[src/hw/rtl/psd_pkg.sv]
// ----------------------------------------------------------------------------
// psd_pkg: shared constants for the pump stall detector
// Window size, derived datapath widths, register indexes, reset values and
// command codes.
// ----------------------------------------------------------------------------
`default_nettype none

package psd_pkg;

	// Sample window and the widths that follow from it.
	localparam int WINDOW  = 8;
	localparam int WIN_LOG = (WINDOW > 1) ? $clog2(WINDOW) : 1;
	localparam int N2      = WINDOW * WINDOW;

	localparam int SMP_W  = 16;
	localparam int SUM_W  = SMP_W + WIN_LOG;
	localparam int SQ_W   = 2 * SMP_W + WIN_LOG;
	localparam int SV_W   = 2 * SMP_W + 2 * WIN_LOG;
	localparam int DUTY_W = 7;
	localparam int PROD_W = SV_W + DUTY_W;
	localparam int LVL_W  = 24;
	localparam int MUL_W  = SV_W + SUM_W;

	// Drive code divider widths: numerator and divisor stay below 100 * 2^16.
	localparam int CODE_W = 16;
	localparam int DEN_W  = 23;
	localparam int REM_W  = DEN_W + 1;

	// Step counter covers the window sweep and the divider steps.
	localparam int CNT_W = (WIN_LOG > 4) ? WIN_LOG : 4;

	localparam int DUTY_MAX = 100;
	localparam int TIME_W   = 32;
	localparam int STUP_W   = 16;
	localparam int RATED_W  = 16;

	// Input and output bus widths.
	localparam int IN_DATA_W  = 72;
	localparam int OUT_DATA_W = 24;

	// Configuration port.
	localparam int CFG_IDX_W  = 3;
	localparam int CFG_DATA_W = 24;

	localparam logic [CFG_IDX_W-1:0] REG_BLOCKED_LEVEL   = 3'd0;
	localparam logic [CFG_IDX_W-1:0] REG_UNBLOCKED_LEVEL = 3'd1;
	localparam logic [CFG_IDX_W-1:0] REG_STARTUP_MS      = 3'd2;
	localparam logic [CFG_IDX_W-1:0] REG_MIN_DUTY        = 3'd3;
	localparam logic [CFG_IDX_W-1:0] REG_RATED_MV        = 3'd4;

	localparam logic [LVL_W-1:0]   RST_BLOCKED_LEVEL   = 24'd300000;
	localparam logic [LVL_W-1:0]   RST_UNBLOCKED_LEVEL = 24'd200000;
	localparam logic [STUP_W-1:0]  RST_STARTUP_MS      = 16'd200;
	localparam logic [DUTY_W-1:0]  RST_MIN_DUTY        = 7'd50;
	localparam logic [RATED_W-1:0] RST_RATED_MV        = 16'd12000;

	// Command codes carried in tuser.
	localparam logic CMD_SET    = 1'b0;
	localparam logic CMD_SAMPLE = 1'b1;

endpackage

`default_nettype wire

[src/hw/rtl/pump_stall_detector_core.sv]
// ----------------------------------------------------------------------------
// pump_stall_detector_core: stall detection and drive compensation, one pump
// Keeps a ring of current samples, forms the scaled variance, judges the pump
// blocked with hysteresis and returns a battery compensated drive code.
// ----------------------------------------------------------------------------
//
//  channel   direction  content
//  s_*       in         tuser: cmd; tdata: duty, current, vbat, now
//  m_*       out        tdata: blocked, blocked_changed, drive_code
//  cfg_*     in         register writes, one per clock when cfg_we is high
//
// A set item is taken while the core is idle and gives no result.
// A sample item keeps s_tready low after its transfer while the sequencer
// sweeps the window on the shared multiplier and runs the 16-step restoring
// divider, which is skipped when the drive code saturates; no new item is
// taken until the result has been loaded into the output register.
// The result sits in an output register; a stalled m_tready holds only the
// final step, not the next item's acceptance once the register has drained.
// arst_n clears the sample ring, the flags, the duty and the start time.
`default_nettype none

module pump_stall_detector_core (
	input  wire logic                            clk,
	input  wire logic                            arst_n,
	// Input stream
	input  wire logic                            s_tvalid,
	output logic                                 s_tready,
	// tdata from bit 0: duty_percent[7:0], current_ma[15:0], vbat_mv[15:0], now_ms[31:0]
	input  wire logic [psd_pkg::IN_DATA_W-1:0]   s_tdata,
	// tuser: cmd
	input  wire logic                            s_tuser,
	// Output stream
	output logic                                 m_tvalid,
	input  wire logic                            m_tready,
	// tdata from bit 0: blocked, blocked_changed, drive_code[15:0], zero pad
	output logic [psd_pkg::OUT_DATA_W-1:0]       m_tdata,
	// Configuration writes
	input  wire logic                            cfg_we,
	input  wire logic [psd_pkg::CFG_IDX_W-1:0]   cfg_idx,
	input  wire logic [psd_pkg::CFG_DATA_W-1:0]  cfg_data
);

	// Sequencer states.
	localparam logic [3:0] S_IDLE = 4'd0;
	localparam logic [3:0] S_SUM  = 4'd1;
	localparam logic [3:0] S_SUM2 = 4'd2;
	localparam logic [3:0] S_VAR  = 4'd3;
	localparam logic [3:0] S_PROD = 4'd4;
	localparam logic [3:0] S_CMP  = 4'd5;
	localparam logic [3:0] S_DEN  = 4'd6;
	localparam logic [3:0] S_SAT  = 4'd7;
	localparam logic [3:0] S_DIV  = 4'd8;
	localparam logic [3:0] S_OUT  = 4'd9;

	logic [3:0] state_q;

	// Configuration registers.
	logic [psd_pkg::LVL_W-1:0]   blk_lvl_q;
	logic [psd_pkg::LVL_W-1:0]   unb_lvl_q;
	logic [psd_pkg::STUP_W-1:0]  startup_q;
	logic [psd_pkg::DUTY_W-1:0]  min_duty_q;
	logic [psd_pkg::RATED_W-1:0] rated_q;

	// Pump state.
	logic [psd_pkg::SMP_W-1:0]   ring_q [psd_pkg::WINDOW];
	logic [psd_pkg::WIN_LOG-1:0] idx_q;
	logic [psd_pkg::DUTY_W-1:0]  duty_q;
	logic [psd_pkg::TIME_W-1:0]  start_q;
	logic                        blocked_q;
	logic                        chg_q;

	// Working registers of the sequencer.
	logic [psd_pkg::CNT_W-1:0]   cnt_q;
	logic [psd_pkg::SUM_W-1:0]   sum_q;
	logic [psd_pkg::SQ_W-1:0]    sumsq_q;
	logic [psd_pkg::SV_W-1:0]    svar_q;
	logic [psd_pkg::PROD_W-1:0]  mul_q;
	logic [psd_pkg::SMP_W-1:0]   vbat_q;
	logic                        started_q;
	logic [psd_pkg::REM_W-1:0]   rem_q;
	logic [psd_pkg::DEN_W-1:0]   den_q;
	logic [psd_pkg::CODE_W-1:0]  quo_q;

	// Output register.
	logic                            m_tvalid_q;
	logic [psd_pkg::OUT_DATA_W-1:0]  m_tdata_q;

	// Input field views.
	logic [7:0]                  in_duty;
	logic [psd_pkg::SMP_W-1:0]   in_cur;
	logic [psd_pkg::SMP_W-1:0]   in_vbat;
	logic [psd_pkg::TIME_W-1:0]  in_now;
	logic                        in_acc;
	logic [psd_pkg::DUTY_W-1:0]  duty_clamped;

	assign in_duty = s_tdata[7:0];
	assign in_cur  = s_tdata[23:8];
	assign in_vbat = s_tdata[39:24];
	assign in_now  = s_tdata[71:40];
	assign in_acc  = s_tvalid && s_tready;

	assign s_tready = (state_q == S_IDLE);
	assign m_tvalid = m_tvalid_q;
	assign m_tdata  = m_tdata_q;

	// Clamp the requested duty to 0..100; negative requests mean off.
	always_comb begin
		if (in_duty[7]) begin
			duty_clamped = '0;
		end else if (in_duty > 8'(psd_pkg::DUTY_MAX)) begin
			duty_clamped = psd_pkg::DUTY_W'(psd_pkg::DUTY_MAX);
		end else begin
			duty_clamped = in_duty[psd_pkg::DUTY_W-1:0];
		end
	end

	// Shared multiplier: operands chosen by the sequencer state.
	logic [psd_pkg::SV_W-1:0]  mul_a;
	logic [psd_pkg::SUM_W-1:0] mul_b;
	logic [psd_pkg::MUL_W-1:0] mul_full;
	logic [psd_pkg::SMP_W-1:0] ring_rd;

	assign ring_rd = ring_q[cnt_q[psd_pkg::WIN_LOG-1:0]];

	always_comb begin
		case (state_q)
			S_SUM: begin
				mul_a = psd_pkg::SV_W'(ring_rd);
				mul_b = psd_pkg::SUM_W'(ring_rd);
			end
			S_SUM2: begin
				mul_a = psd_pkg::SV_W'(sum_q);
				mul_b = sum_q;
			end
			S_PROD: begin
				mul_a = svar_q;
				mul_b = psd_pkg::SUM_W'(duty_q);
			end
			S_CMP: begin
				mul_a = psd_pkg::SV_W'(duty_q);
				mul_b = psd_pkg::SUM_W'(rated_q);
			end
			S_DEN: begin
				mul_a = psd_pkg::SV_W'(vbat_q);
				mul_b = psd_pkg::SUM_W'(psd_pkg::DUTY_MAX);
			end
			default: begin
				mul_a = '0;
				mul_b = '0;
			end
		endcase
	end

	assign mul_full = mul_a * mul_b;

	// Scaled variance, forced to zero below the minimum duty.
	logic [psd_pkg::SV_W-1:0] svar_nxt;

	always_comb begin
		if (duty_q < min_duty_q) begin
			svar_nxt = '0;
		end else begin
			svar_nxt = psd_pkg::SV_W'(psd_pkg::SV_W'(sumsq_q) * psd_pkg::SV_W'(psd_pkg::WINDOW))
				- mul_q[psd_pkg::SV_W-1:0];
		end
	end

	// Hysteresis decision on variance times duty.
	logic [psd_pkg::PROD_W-1:0] blk_lim;
	logic [psd_pkg::PROD_W-1:0] unb_lim;
	logic                       blocked_nxt;

	assign blk_lim = psd_pkg::PROD_W'(psd_pkg::PROD_W'(blk_lvl_q) * psd_pkg::PROD_W'(psd_pkg::N2));
	assign unb_lim = psd_pkg::PROD_W'(psd_pkg::PROD_W'(unb_lvl_q) * psd_pkg::PROD_W'(psd_pkg::N2));

	always_comb begin
		if (started_q && (mul_q > blk_lim)) begin
			blocked_nxt = 1'b1;
		end else if (mul_q < unb_lim) begin
			blocked_nxt = 1'b0;
		end else begin
			blocked_nxt = blocked_q;
		end
	end

	// One restoring division step.
	logic [psd_pkg::REM_W-1:0] rem_sh;
	logic                      div_ge;

	assign rem_sh = {rem_q[psd_pkg::REM_W-2:0], 1'b0};
	assign div_ge = (rem_sh >= psd_pkg::REM_W'(den_q));

	// Multiplier output register.
	always_ff @(posedge clk) begin
		mul_q <= psd_pkg::PROD_W'(mul_full);
	end

	// Configuration registers.
	always_ff @(posedge clk or negedge arst_n) begin
		if (!arst_n) begin
			blk_lvl_q  <= psd_pkg::RST_BLOCKED_LEVEL;
			unb_lvl_q  <= psd_pkg::RST_UNBLOCKED_LEVEL;
			startup_q  <= psd_pkg::RST_STARTUP_MS;
			min_duty_q <= psd_pkg::RST_MIN_DUTY;
			rated_q    <= psd_pkg::RST_RATED_MV;
		end else if (cfg_we) begin
			case (cfg_idx)
				psd_pkg::REG_BLOCKED_LEVEL:   blk_lvl_q  <= cfg_data;
				psd_pkg::REG_UNBLOCKED_LEVEL: unb_lvl_q  <= cfg_data;
				psd_pkg::REG_STARTUP_MS:      startup_q  <= cfg_data[psd_pkg::STUP_W-1:0];
				psd_pkg::REG_MIN_DUTY:        min_duty_q <= cfg_data[psd_pkg::DUTY_W-1:0];
				psd_pkg::REG_RATED_MV:        rated_q    <= cfg_data[psd_pkg::RATED_W-1:0];
				default: begin
				end
			endcase
		end
	end

	// Sample ring, written once per accepted sample.
	always_ff @(posedge clk or negedge arst_n) begin
		if (!arst_n) begin
			for (int i = 0; i < psd_pkg::WINDOW; i++) begin
				ring_q[i] <= '0;
			end
			idx_q <= '0;
		end else if (in_acc && (s_tuser == psd_pkg::CMD_SAMPLE)) begin
			ring_q[idx_q] <= in_cur;
			if (idx_q == psd_pkg::WIN_LOG'(psd_pkg::WINDOW - 1)) begin
				idx_q <= '0;
			end else begin
				idx_q <= idx_q + 1'b1;
			end
		end
	end

	// Duty and start time, updated by set items.
	always_ff @(posedge clk or negedge arst_n) begin
		if (!arst_n) begin
			duty_q  <= '0;
			start_q <= '0;
		end else if (in_acc && (s_tuser == psd_pkg::CMD_SET)) begin
			if ((duty_clamped != '0) && (duty_q == '0)) begin
				start_q <= in_now;
			end
			duty_q <= duty_clamped;
		end
	end

	// Sequencer and its working registers.
	always_ff @(posedge clk or negedge arst_n) begin
		if (!arst_n) begin
			state_q   <= S_IDLE;
			cnt_q     <= '0;
			blocked_q <= 1'b0;
			chg_q     <= 1'b0;
		end else begin
			case (state_q)
				S_IDLE: begin
					if (in_acc && (s_tuser == psd_pkg::CMD_SAMPLE)) begin
						state_q <= S_SUM;
					end
				end
				S_SUM: begin
					if (cnt_q == psd_pkg::CNT_W'(psd_pkg::WINDOW - 1)) begin
						state_q <= S_SUM2;
					end
					cnt_q <= cnt_q + 1'b1;
				end
				S_SUM2: state_q <= S_VAR;
				S_VAR:  state_q <= S_PROD;
				S_PROD: state_q <= S_CMP;
				S_CMP: begin
					chg_q     <= (blocked_nxt != blocked_q);
					blocked_q <= blocked_nxt;
					state_q   <= S_DEN;
				end
				S_DEN: state_q <= S_SAT;
				S_SAT: begin
					cnt_q <= '0;
					if (rem_q >= psd_pkg::REM_W'(mul_q)) begin
						state_q <= S_OUT;
					end else begin
						state_q <= S_DIV;
					end
				end
				S_DIV: begin
					if (cnt_q == psd_pkg::CNT_W'(psd_pkg::CODE_W - 1)) begin
						state_q <= S_OUT;
					end
					cnt_q <= cnt_q + 1'b1;
				end
				S_OUT: begin
					if (!m_tvalid_q || m_tready) begin
						state_q <= S_IDLE;
					end
				end
				default: state_q <= S_IDLE;
			endcase
			if (in_acc) begin
				cnt_q <= '0;
			end
		end
	end

	// Datapath registers loaded by the sequencer.
	always_ff @(posedge clk) begin
		case (state_q)
			S_IDLE: begin
				sum_q     <= '0;
				sumsq_q   <= '0;
				vbat_q    <= in_vbat;
				started_q <= ((in_now - start_q) > psd_pkg::TIME_W'(startup_q));
			end
			S_SUM: begin
				sum_q <= sum_q + psd_pkg::SUM_W'(ring_rd);
				if (cnt_q != '0) begin
					sumsq_q <= sumsq_q + mul_q[psd_pkg::SQ_W-1:0];
				end
			end
			S_SUM2: sumsq_q <= sumsq_q + mul_q[psd_pkg::SQ_W-1:0];
			S_VAR:  svar_q  <= svar_nxt;
			S_DEN:  rem_q   <= mul_q[psd_pkg::REM_W-1:0];
			S_SAT: begin
				den_q <= mul_q[psd_pkg::DEN_W-1:0];
				// A quotient that would not fit in 16 bits saturates to all ones.
				quo_q <= (rem_q >= psd_pkg::REM_W'(mul_q)) ? '1 : '0;
			end
			S_DIV: begin
				rem_q <= div_ge ? (rem_sh - psd_pkg::REM_W'(den_q)) : rem_sh;
				quo_q <= {quo_q[psd_pkg::CODE_W-2:0], div_ge};
			end
			default: begin
			end
		endcase
	end

	// Output register: loads when empty or when the current result is taken.
	always_ff @(posedge clk or negedge arst_n) begin
		if (!arst_n) begin
			m_tvalid_q <= 1'b0;
		end else if ((state_q == S_OUT) && (!m_tvalid_q || m_tready)) begin
			m_tvalid_q <= 1'b1;
		end else if (m_tready) begin
			m_tvalid_q <= 1'b0;
		end
	end

	always_ff @(posedge clk) begin
		if ((state_q == S_OUT) && (!m_tvalid_q || m_tready)) begin
			m_tdata_q <= psd_pkg::OUT_DATA_W'({quo_q, chg_q, blocked_q});
		end
	end

`ifndef SYNTHESIS
	// A new result appears only from the final sequencer step.
	a_out_from_seq: assert property (@(posedge clk) disable iff (!arst_n)
		$rose(m_tvalid) |-> $past(state_q == S_OUT))
		else $error("result presented outside the output step");

	// The divider remainder stays below the divisor on every step.
	a_div_rem: assert property (@(posedge clk) disable iff (!arst_n)
		(state_q == S_DIV) |-> (rem_q < psd_pkg::REM_W'(den_q)))
		else $error("divider remainder out of range");

	// The blocked flag changes only at the decision step.
	a_blk_hold: assert property (@(posedge clk) disable iff (!arst_n)
		(state_q != S_CMP) |=> $stable(blocked_q))
		else $error("blocked flag changed outside the decision step");

	// The ring index advances only with an accepted sample.
	a_idx_hold: assert property (@(posedge clk) disable iff (!arst_n)
		!(in_acc && (s_tuser == psd_pkg::CMD_SAMPLE)) |=> $stable(idx_q))
		else $error("ring index moved without a sample transfer");
`endif

endmodule

`default_nettype wire

[config.mk]
export PLATFORM = sky130hd
export DESIGN_NAME = pump_stall_detector_core
export DESIGN_NICKNAME = d
export VERILOG_FILES = /design/src/hw/rtl/psd_pkg.sv /design/src/hw/rtl/pump_stall_detector_core.sv
export SDC_FILE = /design/constraint.sdc
export NUM_CORES = 2
export LEC_CHECK = 0
export ABC_AREA = 0
export BUFFER_PORTS_ARGS = -buffer_cell sky130_fd_sc_hd__buf_2
export CAP_MARGIN = 20
export CORE_MARGIN = 2
export CORE_UTILIZATION = 52
export CTS_CLUSTER_DIAMETER = 80
export CTS_CLUSTER_SIZE = 14
export DETAILED_ROUTE_END_ITERATION = 8
export GPL_ROUTABILITY_DRIVEN = 0
export PLACE_DENSITY = 0.68
export SLEW_MARGIN = 20
export SYNTH_ARGS = -nofsm -noshare
export SYNTH_HDL_FRONTEND = slang
export SYNTH_SLANG_ARGS = --single-unit
[constraint.sdc]
create_clock -name clk -period 14.1 [get_ports clk]
set_clock_uncertainty 0.2 [all_clocks]
set_input_delay 1.41 -clock clk [delete_from_list [all_inputs] [get_ports clk]]
set_output_delay 1.41 -clock clk [all_outputs]
set_load 0.02 [all_outputs]
==> impl_metrics.toml <==
[cells_and_area]
drive_gt1_share_pct = 10.2
final_util_pct = 57.2
nNetsFinal = 6053
area_delta_synth_final_pct = 8.65
n_fill_cell = 7989
layout.cells.non_filler = 6274

[timing]
slew_headroom_pct = 24.6
setup_viol = 0
hold_viol = 0
fin_crit_sh_pct = 70.5
rsz0062_at_grt = "no"
finalCriticalPeriod_ps = 9950
tightestPinTransition_ps = 1100
fin_ws_ps = 4150
slew_viol_final = 0
setup_tns_ps = 0
timing.fmax_ghz = 0.101

[detailed_routing]
vias_per_cell = 5.63
ant_nets = 0
routed-via-count = 35312
drt-pass1-iter-count = 6
dr.first_iter.drc_count = 2763
wl_um = 130000
wl_per_cell_um = 20.8
drc = 0

[logic_synthesis]
synth_area_leader_cell = "fa_1"
synth_seq_cells = 503
avgSynthCellArea_um2 = 9.85
synth_cells = 4827
seq_area_frac_synth_pct = 28.1
synth_edf_count = 190
yosys.area.top_type_share_pct = 23.2
synth_flop_cell = "dfrtp_1"
synth_area_leaders = "fa_1 23%, dfrtp_1 13%, edfxtp_1 12%, ha_1 8.7%, inv_1 7.2%"
yosys_warnings = 0
synthDistinctLibCells = 97
netlist_area_um2 = 47600
synthArstFlopShare_pct = 53.3

[critical_path]
critPathMaxFanout = 24
startpoint_type = "flip-flop"
critPathRequiredTime_ps = 14380
crit_path_frequent_cell = "fa_1"
critPathKind = "reg2reg"
crit_arrival_ps = 10230
r2r-start = "state_q[0]"
max_stage_delay_ps = 910
critPathSlowestCell = "dfrtp_1"
cp-end-kind = "flip-flop"
crit_start = "state_q[0]"

[die]
die_w_um = 306
chipHeight_um = 306
rows = 110
initial_core_util_pct = 52.7
design.core.area_um2 = 90300
die_area_um2 = 93900
io-pin-count = 131

[clocking]
cts_tree = "yes"
cts_buffers = 46
insertion_delay_ps = 640
cts-resized-gates = 0
cts.path.max_buffers = 3
cts_root_buffer = "clkbuf_16"
clock_sinks = 503
cts_setup_buffers = 0
clk_pin_slew_worst_paths_ps = 70
cts_htree_levels = 2
cts_hold_buf = 0

[global_route]
grt_antenna_before_repair = 5
grt_first_pass_wirelength_um = 203000
grt_max_degree = 96
overflow = 0
grt_pass1_vias = 35704
track_usage_pct = 28.0

[run_status]
status = "completed"

[min_path]
hold_path.class = "reg2reg"
hold_start = "quo_q[9]"

[placement]
dpl.hpwl_um = 104000
io_buffer_count = 124
place_inst = 6191
place_ws_ps = 4410

[run]
max_cap_violations = 0
==> sequential cells by signal, indices dropped and copies added (netlist names), 19 cells and up <==
| name | cells |
|---|---|
| ring_q | 128 |
| mul_q | 45 |
| svar_q | 38 |
| sumsq_q | 35 |
| start_q | 32 |
| blk_lvl_q | 24 |
| rem_q | 24 |
| unb_lvl_q | 24 |
| den_q | 23 |
| sum_q | 19 |
==> routing by layer <==
| metal | up-vias | wire length (um) | track usage, % |
|---|---|---|---|
| met5 | - | 12 | 0 |
| met2 | 1431 | 59100 | 44.5 |
| met1 | 17448 | 53200 | 37.6 |
| met3 | 336 | 10500 | 4.65 |
| met4 | 2 | 7410 | 13.6 |
| li1 | 16095 | - | - |
==> final cells by class <==
cell class,instances,area (um^2),share of cell area [%]
Multi-Input combinational cell,3418,30900,59.8
Tap cell,1176,1470,2.85
Clock inverter,12,173,0.334
Timing Repair Buffer,182,1080,2.09
Inverter,914,3430,6.64
Antenna cell,1,2.50,0.00484
Clock buffer,68,1280,2.49
Sequential cell,503,13300,25.8
==> worst max-delay path: cells and delay by family, from the launching register on <==
family | cells | cell delay [ps]
AO/OA/AOI/OAI | 6 | 1920
XOR/XNOR | 1 | 130
adder cells (fa/ha/maj) | 7 | 3630
buffers and inverters | 4 | 310
flip-flops | 1 | 910
AND/OR/NAND/NOR | 8 | 2650
==> cells in the mapped netlist (all sizes together), types with 5 or more instances <==
master and instances:
nor4b 5, a21boi 8, a221oi 18, mux4 32, o31ai 12, a31oi 21, and3 18, o21bai 21
inv 913, nand2b 47, o211ai 14, a2111oi 9, nor2b 35, dfxtp 45, nor3 57, and2 27
a221o 14, fa 552, xor2 64, dfstp 27, edfxtp 190, a211o 7, a22o 22, clkbuf 114
a21o 111, o2111ai 8, nand4 30, a211oi 27, xnor2 87, nor2 369, a21oi 177, dfrtp 241
or3 15, buf 32, nor3b 11, mux2i 31, o21ai 225, mux2 202, or2 12, o21a 30
o41ai 6, ha 331, nor4 9, nand2 456, nand3 83
==> metrics by stage <==
| stage | instance area, um^2 | hold slack [ps] |
|---|---|---|
| floorplan | 48100 | 200 |
| global placement | 50200 | 205 |
| detailed placement | 50200 | 223 |
| CTS | 51600 | 249 |
| global route | 51700 | 256 |
| finish | 51700 | 248 |
==> placed cells by master, fill, tap and decap left out, drive strengths merged, types with 177 or more instances in the layout <==
cell / instances
fa: 552
a21oi: 177
nand2: 456
o21ai: 225
buf: 182
mux2: 202
ha: 331
edfxtp: 190
dfrtp: 241
inv: 917
nor2: 369
==> logic make-up after synthesis <==
logic type / Yosys count / synth area share [%]
buf+inv: 1060 / 8.47
xor+xnor: 151 / 2.78
flops: 503 / 28.1
other cells: 2 / 0.0158
simple gates: 1192 / 11.1
fa+ha+maj: 883 / 31.9
mux: 265 / 6.95
compound gates: 771 / 10.6
==> path summary, 6_finish.rpt <==
path / end / slack (ps) / cells after the start
worst max register to register: mul_q[43] / 4150 / 26
min in group asynchronous: start_q[27] / 540 / 1
worst min-delay path: m_tdata[11] / 250 / 0
worst min register to register: m_tdata[11] / 250 / 0
worst max-delay path: mul_q[43] / 4150 / 26
max in group asynchronous: blk_lvl_q[16] / 10890 / 3
Power is not shown: default switching activity piles up to over one toggle a cycle in this logic, so the estimate is an artifact.
